### src/cvb_pkg.sv
// ----------------------------------------------------------------------------
// cvb_pkg
// Shared constants, tables and codes for the chord voicing builder.
// ----------------------------------------------------------------------------
package cvb_pkg;

  localparam int MAX_NOTES = 8;
  localparam int NIDX_W    = $clog2(MAX_NOTES);
  localparam int NCNT_W    = $clog2(MAX_NOTES + 1);

  localparam int NOTE_W = 7;
  localparam int PC_W   = 4;
  localparam int OFF_W  = 5;
  localparam int MIDI_W = 8;
  localparam int SCR_W  = 6;
  localparam int NTENS  = 6;

  localparam logic [2:0] KIND_TRIAD = 3'd0;
  localparam logic [2:0] KIND_POWER = 3'd1;
  localparam logic [2:0] KIND_ADD9  = 3'd2;
  localparam logic [2:0] KIND_MAJ7  = 3'd3;
  localparam logic [2:0] KIND_DOM7  = 3'd4;
  localparam logic [2:0] KIND_TENS  = 3'd5;

  localparam logic [6:0] WIDTH_TENS_LIFT  = 7'd33;
  localparam logic [6:0] WIDTH_EVEN_LIFT  = 7'd66;
  localparam logic [6:0] WIDTH_POWER_OCT  = 7'd50;
  localparam logic [6:0] WIDTH_TWO_TENS   = 7'd25;
  localparam logic [6:0] WIDTH_THREE_TENS = 7'd75;

  localparam logic [MIDI_W-1:0] NOTE_CEIL = 8'd96;

  localparam logic [OFF_W-1:0] THIRD_OF [4] = '{5'd4, 5'd3, 5'd4, 5'd3};
  localparam logic [OFF_W-1:0] FIFTH_OF [4] = '{5'd7, 5'd7, 5'd8, 5'd6};

  // Tension candidates in scoring priority: 9, 13, #11, b9, #9, b13
  localparam logic [OFF_W-1:0] TENS_OFF  [NTENS] = '{5'd14, 5'd21, 5'd18, 5'd13, 5'd15, 5'd20};
  localparam logic [PC_W-1:0]  TENS_PC   [NTENS] = '{4'd2, 4'd9, 4'd6, 4'd1, 4'd3, 4'd8};
  localparam logic [SCR_W-1:0] TENS_BASE [NTENS] = '{6'd6, 6'd5, 6'd4, 6'd3, 6'd2, 6'd1};
  localparam logic [NTENS-1:0] TENS_ALT  = 6'b111000;
  localparam logic [NTENS-1:0] TENS_FRESH = 6'b000011;
  // Candidate indexes in ascending interval order
  localparam logic [2:0] TENS_ASC [NTENS] = '{3'd3, 3'd0, 3'd4, 3'd2, 3'd5, 3'd1};

endpackage

### src/chord_voicing_builder.sv
// ----------------------------------------------------------------------------
// chord_voicing_builder
// Builds a chord voicing from one request and emits its notes in rising order.
// ----------------------------------------------------------------------------
// Steps: accept, then for tension chords pick up to 3 tensions and gather the
// picked ones over all 6 candidates, then per interval a note step and fold
// steps that drop it an octave at a time and insert it, a close step, then
// the emitted beats, each held while the output stalls.
// Throughput: one request at a time, set by the single fold/insert unit.
// Reset clears the stored context (no previous chord) and the output valid flag.
module chord_voicing_builder (
  input  logic                        clk_i,
  input  logic                        rst_ni,
  input  logic                        in_valid_i,
  output logic                        in_stall_o,
  input  logic [3:0]                  root_pc_i,
  input  logic [1:0]                  quality_i,
  input  logic [2:0]                  chord_kind_i,
  input  logic [6:0]                  width_pct_i,
  input  logic [6:0]                  octave_base_i,
  input  logic                        forget_context_i,
  output logic                        out_valid_o,
  input  logic                        out_stall_i,
  output logic [cvb_pkg::NOTE_W-1:0]  note_o,
  output logic [cvb_pkg::PC_W-1:0]    root_out_o,
  output logic                        last_note_o
);
  import cvb_pkg::*;

  typedef enum logic [2:0] {S_IDLE, S_PICK, S_TENS, S_NOTE, S_FOLD, S_EMIT} state_e;

  state_e state_q;

  logic [PC_W-1:0]   root_q;
  logic [6:0]        wpct_q;
  logic [MIDI_W-1:0] bass_q;
  logic              ctx_q;
  logic [1:0]        wanted_q;
  logic [1:0]        pick_q;
  logic [2:0]        gath_q;
  logic [NTENS-1:0]  used_q;

  logic [OFF_W-1:0]  offs_q [MAX_NOTES];
  logic [NCNT_W-1:0] cnt_q;
  logic [NCNT_W-1:0] k_q;
  logic [MIDI_W-1:0] m_q;

  logic [NOTE_W-1:0] srt_q [MAX_NOTES];
  logic [NCNT_W-1:0] w_q;
  logic [NCNT_W-1:0] e_q;
  logic [11:0]       mask_q;

  logic [11:0]       prev_mask_q;
  logic [PC_W-1:0]   prev_root_q;
  logic              prev_valid_q;

  logic              out_valid_q;
  logic [NOTE_W-1:0] note_q;
  logic [PC_W-1:0]   root_out_q;
  logic              last_q;

  logic              in_acc;
  logic              out_free;
  logic [PC_W-1:0]   root_in;

  logic [SCR_W-1:0]  score [NTENS];
  logic              resolving;
  logic [4:0]        rdiff;
  logic [2:0]        best_idx;
  logic              best_ok;
  logic [SCR_W-1:0]  best_s;

  logic [OFF_W-1:0]  cur_off;
  logic [MIDI_W-1:0] m_new;
  logic [12:0]       fold_prod;
  logic [PC_W-1:0]   pc_fold;

  logic [MAX_NOTES-1:0] lt;
  logic                 dup;
  logic [NOTE_W-1:0]    ins [MAX_NOTES];

  assign in_acc     = in_valid_i && !in_stall_o;
  assign in_stall_o = (state_q != S_IDLE);
  assign out_free   = !out_valid_q || !out_stall_i;
  assign root_in    = (root_pc_i >= 4'd12) ? root_pc_i - 4'd12 : root_pc_i;

  assign out_valid_o = out_valid_q;
  assign note_o      = note_q;
  assign root_out_o  = root_out_q;
  assign last_note_o = last_q;

  // Tension scores
  always_comb begin
    logic [4:0] pcs;
    logic [PC_W-1:0] pc4;
    rdiff     = 5'({1'b0, root_q}) + 5'd12 - 5'({1'b0, prev_root_q});
    resolving = (rdiff == 5'd5) || (rdiff == 5'd17);
    for (int i = 0; i < NTENS; i++) begin
      pcs = 5'({1'b0, root_q}) + 5'({1'b0, TENS_PC[i]});
      if (pcs >= 5'd12) begin
        pcs = pcs - 5'd12;
      end
      pc4 = pcs[PC_W-1:0];
      score[i] = TENS_BASE[i];
      if (ctx_q) begin
        if (prev_mask_q[pc4]) begin
          score[i] = score[i] + 6'd20;
        end
        if (resolving && TENS_ALT[i]) begin
          score[i] = score[i] + 6'd15;
        end
        if (!resolving && !TENS_ALT[i]) begin
          score[i] = score[i] + 6'd10;
        end
      end else if (TENS_FRESH[i]) begin
        score[i] = score[i] + 6'd8;
      end
    end
  end

  // Highest unused score, first candidate wins ties
  always_comb begin
    best_idx = '0;
    best_ok  = 1'b0;
    best_s   = '0;
    for (int i = 0; i < NTENS; i++) begin
      if (!used_q[i] && (!best_ok || score[i] > best_s)) begin
        best_idx = 3'(i);
        best_ok  = 1'b1;
        best_s   = score[i];
      end
    end
  end

  // Note value of the current interval
  always_comb begin
    cur_off = offs_q[k_q[NIDX_W-1:0]];
    m_new = bass_q + MIDI_W'(cur_off);
    if (cur_off >= 5'd13 && wpct_q >= WIDTH_TENS_LIFT) begin
      m_new = m_new + 8'd12;
    end
    if (k_q >= NCNT_W'(2) && !k_q[0] && wpct_q >= WIDTH_EVEN_LIFT) begin
      m_new = m_new + 8'd12;
    end
  end

  // Pitch class of the folded note: divide by 12 through multiply by 43/512
  always_comb begin
    fold_prod = 13'(m_q[NOTE_W-1:0]) * 13'd43;
    pc_fold   = PC_W'(m_q[NOTE_W-1:0] - {fold_prod[12:9], 3'b000}
                      - {1'b0, fold_prod[12:9], 2'b00});
  end

  // Sorted insertion of the folded note
  always_comb begin
    dup = 1'b0;
    for (int i = 0; i < MAX_NOTES; i++) begin
      lt[i] = (NCNT_W'(i) < w_q) && (srt_q[i] < m_q[NOTE_W-1:0]);
      if ((NCNT_W'(i) < w_q) && (srt_q[i] == m_q[NOTE_W-1:0])) begin
        dup = 1'b1;
      end
    end
    ins[0] = lt[0] ? srt_q[0] : m_q[NOTE_W-1:0];
    for (int i = 1; i < MAX_NOTES; i++) begin
      if (lt[i]) begin
        ins[i] = srt_q[i];
      end else if (lt[i-1]) begin
        ins[i] = m_q[NOTE_W-1:0];
      end else begin
        ins[i] = srt_q[i-1];
      end
    end
  end

  always_ff @(posedge clk_i or negedge rst_ni) begin
    if (!rst_ni) begin
      state_q      <= S_IDLE;
      prev_mask_q  <= '0;
      prev_root_q  <= '0;
      prev_valid_q <= 1'b0;
      out_valid_q  <= 1'b0;
      cnt_q        <= '0;
      k_q          <= '0;
      w_q          <= '0;
      e_q          <= '0;
      used_q       <= '0;
      pick_q       <= '0;
      gath_q       <= '0;
    end else begin
      if (out_valid_q && !out_stall_i && state_q != S_EMIT) begin
        out_valid_q <= 1'b0;
      end
      case (state_q)
        S_IDLE: begin
          if (in_acc) begin
            root_q   <= root_in;
            wpct_q   <= width_pct_i;
            bass_q   <= MIDI_W'(octave_base_i) + MIDI_W'(root_in);
            ctx_q    <= prev_valid_q && !forget_context_i;
            wanted_q <= 2'd1 + 2'(width_pct_i >= WIDTH_TWO_TENS)
                        + 2'(width_pct_i >= WIDTH_THREE_TENS);
            pick_q   <= '0;
            gath_q   <= '0;
            used_q   <= '0;
            k_q      <= '0;
            w_q      <= '0;
            e_q      <= '0;
            mask_q   <= '0;
            offs_q[0] <= 5'd0;
            if (chord_kind_i == KIND_POWER) begin
              offs_q[1] <= 5'd7;
              offs_q[2] <= 5'd12;
              cnt_q     <= (width_pct_i >= WIDTH_POWER_OCT) ? NCNT_W'(3) : NCNT_W'(2);
              state_q   <= S_NOTE;
            end else begin
              offs_q[1] <= THIRD_OF[quality_i];
              offs_q[2] <= FIFTH_OF[quality_i];
              cnt_q     <= NCNT_W'(4);
              state_q   <= S_NOTE;
              case (chord_kind_i)
                KIND_ADD9: offs_q[3] <= 5'd14;
                KIND_MAJ7: offs_q[3] <= 5'd11;
                KIND_DOM7: offs_q[3] <= 5'd10;
                KIND_TENS: begin
                  offs_q[3] <= 5'd10;
                  state_q   <= S_PICK;
                end
                default: cnt_q <= NCNT_W'(3);
              endcase
            end
          end
        end
        S_PICK: begin
          if (best_ok) begin
            used_q[best_idx] <= 1'b1;
          end
          pick_q <= pick_q + 2'd1;
          if (pick_q + 2'd1 == wanted_q || !best_ok) begin
            state_q <= S_TENS;
          end
        end
        S_TENS: begin
          if (used_q[TENS_ASC[gath_q]] && cnt_q < NCNT_W'(MAX_NOTES)) begin
            offs_q[cnt_q[NIDX_W-1:0]] <= TENS_OFF[TENS_ASC[gath_q]];
            cnt_q <= cnt_q + NCNT_W'(1);
          end
          gath_q <= gath_q + 3'd1;
          if (gath_q == 3'(NTENS - 1)) begin
            state_q <= S_NOTE;
          end
        end
        S_NOTE: begin
          if (k_q == cnt_q) begin
            prev_mask_q  <= mask_q;
            prev_root_q  <= root_q;
            prev_valid_q <= (w_q != '0);
            state_q      <= S_EMIT;
          end else begin
            m_q     <= m_new;
            state_q <= S_FOLD;
          end
        end
        S_FOLD: begin
          if (m_q > NOTE_CEIL) begin
            m_q <= m_q - 8'd12;
          end else begin
            if (!dup) begin
              for (int i = 0; i < MAX_NOTES; i++) begin
                srt_q[i] <= ins[i];
              end
              w_q <= w_q + NCNT_W'(1);
            end
            mask_q[pc_fold] <= 1'b1;
            k_q     <= k_q + NCNT_W'(1);
            state_q <= S_NOTE;
          end
        end
        S_EMIT: begin
          if (out_free) begin
            out_valid_q <= 1'b1;
            note_q      <= srt_q[e_q[NIDX_W-1:0]];
            root_out_q  <= root_q;
            last_q      <= (e_q + NCNT_W'(1) == w_q);
            e_q         <= e_q + NCNT_W'(1);
            if (e_q + NCNT_W'(1) == w_q) begin
              state_q <= S_IDLE;
            end
          end
        end
        default: state_q <= S_IDLE;
      endcase
    end
  end

endmodule

### config.mk
export PLATFORM = sky130hd
export DESIGN_NAME = chord_voicing_builder
export DESIGN_NICKNAME = d
export VERILOG_FILES = /design/src/cvb_pkg.sv /design/src/chord_voicing_builder.sv
export SDC_FILE = /design/constraint.sdc
export NUM_CORES = 1
export LEC_CHECK = 0
export BUFFER_PORTS_ARGS = -buffer_cell sky130_fd_sc_hd__buf_2
export CAP_MARGIN = 20
export CORE_MARGIN = 10
export CORE_UTILIZATION = 64
export CTS_CLUSTER_SIZE = 8
export DETAILED_ROUTE_END_ITERATION = 8
export PLACE_DENSITY = 0.85
export SYNTH_ARGS = -nofsm -noshare
export SYNTH_HDL_FRONTEND = slang
export SYNTH_SLANG_ARGS = --single-unit
### constraint.sdc
create_clock -name clk_i -period 11.8 [get_ports clk_i]
set_clock_uncertainty 0.05 [all_clocks]
set_input_delay 0 -clock clk_i [delete_from_list [all_inputs] [get_ports clk_i]]
set_output_delay 0 -clock clk_i [all_outputs]
set_load 0.01 [all_outputs]
==> impl_metrics.ini <==
[synth]
ys_seq_area_share_pct = 40.1
synth_cells = 1358
synth.distinct_cells = 80
syn_area_per_cell_um2 = 10.5
syn_nets = 1556
synth_edf_count = 150
ys_ff_latch = 198
ys.warnings.count = 0
synth_ff_type = edfxtp_1
async_flop_share_pct = 24.2
netlist_area_um2 = 14200

[min_path]
worstHoldStart = chord_kind_i[1]
holdPathEnd = offs_q[3][0]$_DFFE_PP_
worstHoldPathCells = 3
hp-class = input port to register

[flow_run]
maxCapViolCount = 0

[cts]
cts-root-buf = clkbuf_16
clockBufferDepth = 2
htree_levels = 4
cts_tree = done
clock_latency_ns = 0.45
cts_buffers = 17
clock_sinks = 198
clkTransAtPathRegs_ns = 0.09

[detailed_routing]
drt_first_pass_iters = 7
vias = 11000
dr.first_iter.drc_count = 1266
drtAntennaViolNets = 0
post_drt_via_cell_ratio = 6.41
remaining_drc_errors = 0
routed_wl_um = 35000
post_drt_wl_per_cell_um = 20.4

[setup_path]
worst_path_largest_cell_delay_ns = 0.50
crit_type = register to register
path_max_fanout = 7
reg2reg_depth = 47
arrival_ns = 11.43
critPathSlowestCell = edfxtp_1
cp_common_cell = ha_1
reg2reg_slack_ns = 0.64
cp.required_ns = 12.07
critPathLaunchType = register
endpoint_kind = register
cp-startpoint = root_q[2]$_DFFE_PP_
rr_startpoint = root_q[2]$_DFFE_PP_
rr_endpoint = used_q[0]$_DFFE_PN0P_

[pwr]
ir_drop_uv = 227
swShare_pct = 47.6
pwr-share-seq_pct = 24.7
p_int_w = 0.00235
p_clk_share_pct = 13.9
p_comb_share_pct = 61.4
powerDensity_nw_per_um2 = 284
power_leakage_nw = 6.46
switching_power_w = 0.00213

[finish]
fillers = 1497
regArea_um2 = 5710
utilization_pct = 72.1
fin_nets = 1618
multi_input_area_um2 = 8000
layout-drive-gt1-share_pct = 14.4
area_growth_pct = 10.6

[timing]
finalCritPeriodShare_pct = 94.6
relSlewSlack_pct = 29.3
setup_slack_ns = 0.642
final_hold_viol_count = 1
final.min_clock_period_ns = 11.16
max_slew.worst_pin.slew_ns = 1.05
totalNegativeSetupSlack_ns = 0
clock.fmax_mhz = 89.6
whs_ns = -0.00108
setup_viol = 0
rsz0062_at_grt = no
finalMaxSlewViolations = 0

[placement]
port_buffers = 41
dpl.hpwl_um = 25200
gp_congestion = 0.938
dpl_worst_slack_ns = -0.0321

[floorplanning]
die_w_um = 169
placementRows = 54
io_pins = 42
die_area_um2 = 28600
die_h_um = 169
initial_core_util_pct = 65.2
core_area_um2 = 21800

[global_routing]
grt_pass1_vias = 10700
grt_pass1_wl_um = 55900
grt-ovfl-total = 0
grtUsageTotal_pct = 24.0
antenna_found_initial = 1
grt_max_degree = 45

[run_status]
failed_checks = hold timing
status = finished, violations left
cell usage after synthesis (all sizes together), types with 28 or more instances:
cell	count	area share, %
ha	161	14
edfxtp	150	32
nand2	121	3.2
inv	101	2.7
o21ai	92	3.2
nor2	87	2.3
a21oi	78	2.8
dfrtp	48	8.4
xnor2	46	2.8
mux2	44	3.5
clkbuf	36	0.95
mux4	34	5.4
nor2b	31	1.4
nand3	30	1.1
o21a	28	1.5
layout by cell type, fill, tap and decap left out, types with 17 or more instances in the layout:
cell           count
buf_2             41
ha_1             159
nor2b_1           31
xnor2_1           45
o21a_1            28
buf_4             20
edfxtp_1         150
clkbuf_16         17
mux2_2            43
mux4_2            34
and2_1            19
nand2_1          121
a21oi_1           76
nand3_1           30
nor2_1            86
inv_1            100
mux2i_1           18
o21ai_0           91
nor3_1            18
dlygate4sd3_1     28
nand2b_1          21
dfrtp_1           48
repair_timing:
action	4_1_cts	5_1_grt
setup buffers	0	10
hold endpoints to repair	82	0
gates resized for setup	1	10
endpoints found under the setup margin	5	6
hold buffers	28	0
pin swaps	0	3
gates cloned	0	0
power groups by stage:
stage	combinational [W]	clock, W	sequential [W]
2_1_floorplan	0.00210	0	0.00101
3_3_place_gp	0.00249	0	0.00112
3_5_place_dp	0.00259	0	0.00112
4_1_cts	0.00264	0.000614	0.00111
5_1_grt	0.00308	0.000643	0.00112
6_report	0.00275	0.000620	0.00111
critical path: cells and delay by family (launching register included):
family / cells / cell delay, ns
mux: 3 / 0.98
simple gates: 11 / 1.96
compound gates: 22 / 4.69
buf+inv: 2 / 0.20
xor+xnor: 1 / 0.21
flops: 1 / 0.50
fa+ha+maj: 8 / 2.39
metal layers:
layer  share of wire [%]  global-route usage, %
met4                 2.1                   6.83
met3                 9.2                   4.61
met5                   0                      0
met2                  48                   39.2
met1                  41                   31.9
worst max-delay path by stage:
stage	cells past startpoint	to
floorplan	49	used_q[0]$_DFFE_PN0P_
global placement	49	used_q[2]$_DFFE_PN0P_
detailed placement	49	used_q[4]$_DFFE_PN0P_
CTS	49	used_q[4]$_DFFE_PN0P_
global route	49	used_q[3]$_DFFE_PN0P_
finish	47	used_q[0]$_DFFE_PN0P_
stage by stage:
step	total power (W)	std cells	cell area, um^2
global route	0.00484	1714	15700
finish	0.00447	1714	15700
CTS	0.00437	1701	15600
detailed placement	0.00371	1641	14700
global placement	0.00361	1641	14700
floorplan	0.00311	1358	14200
kinds of logic after synthesis:
group	share of synthesized area [%]
adders and majority gates	15.4
and+or+nand+nor	13.4
xor gates and xnor gates	3.69
AOI/OAI and AO/OA	13.2
DFF	40.1
muxes	10.1
buffers and inverters	4.04
cell type report:
cell class | count | share of cell area (%)
tap | 280 | 2.23
timing repair buffer | 90 | 4.21
inverter | 102 | 2.43
multi-input combinational | 1011 | 50.8
clock inverter | 15 | 1.31
sequential | 198 | 36.3
clock buffer | 17 | 2.70
antenna | 1 | 0.0159
sequential cells by signal (all words and copies together), names as in the netlist, 6 cells and up:
| name | count |
|---|---|
| bass_q | 8 |
| m_q | 8 |
| mask_q | 12 |
| note_o | 7 |
| offs_q | 40 |
| prev_mask_q | 12 |
| srt_q | 56 |
| used_q | 6 |
| wpct_q | 7 |
Note: power is estimated with default switching activity, not from simulation.
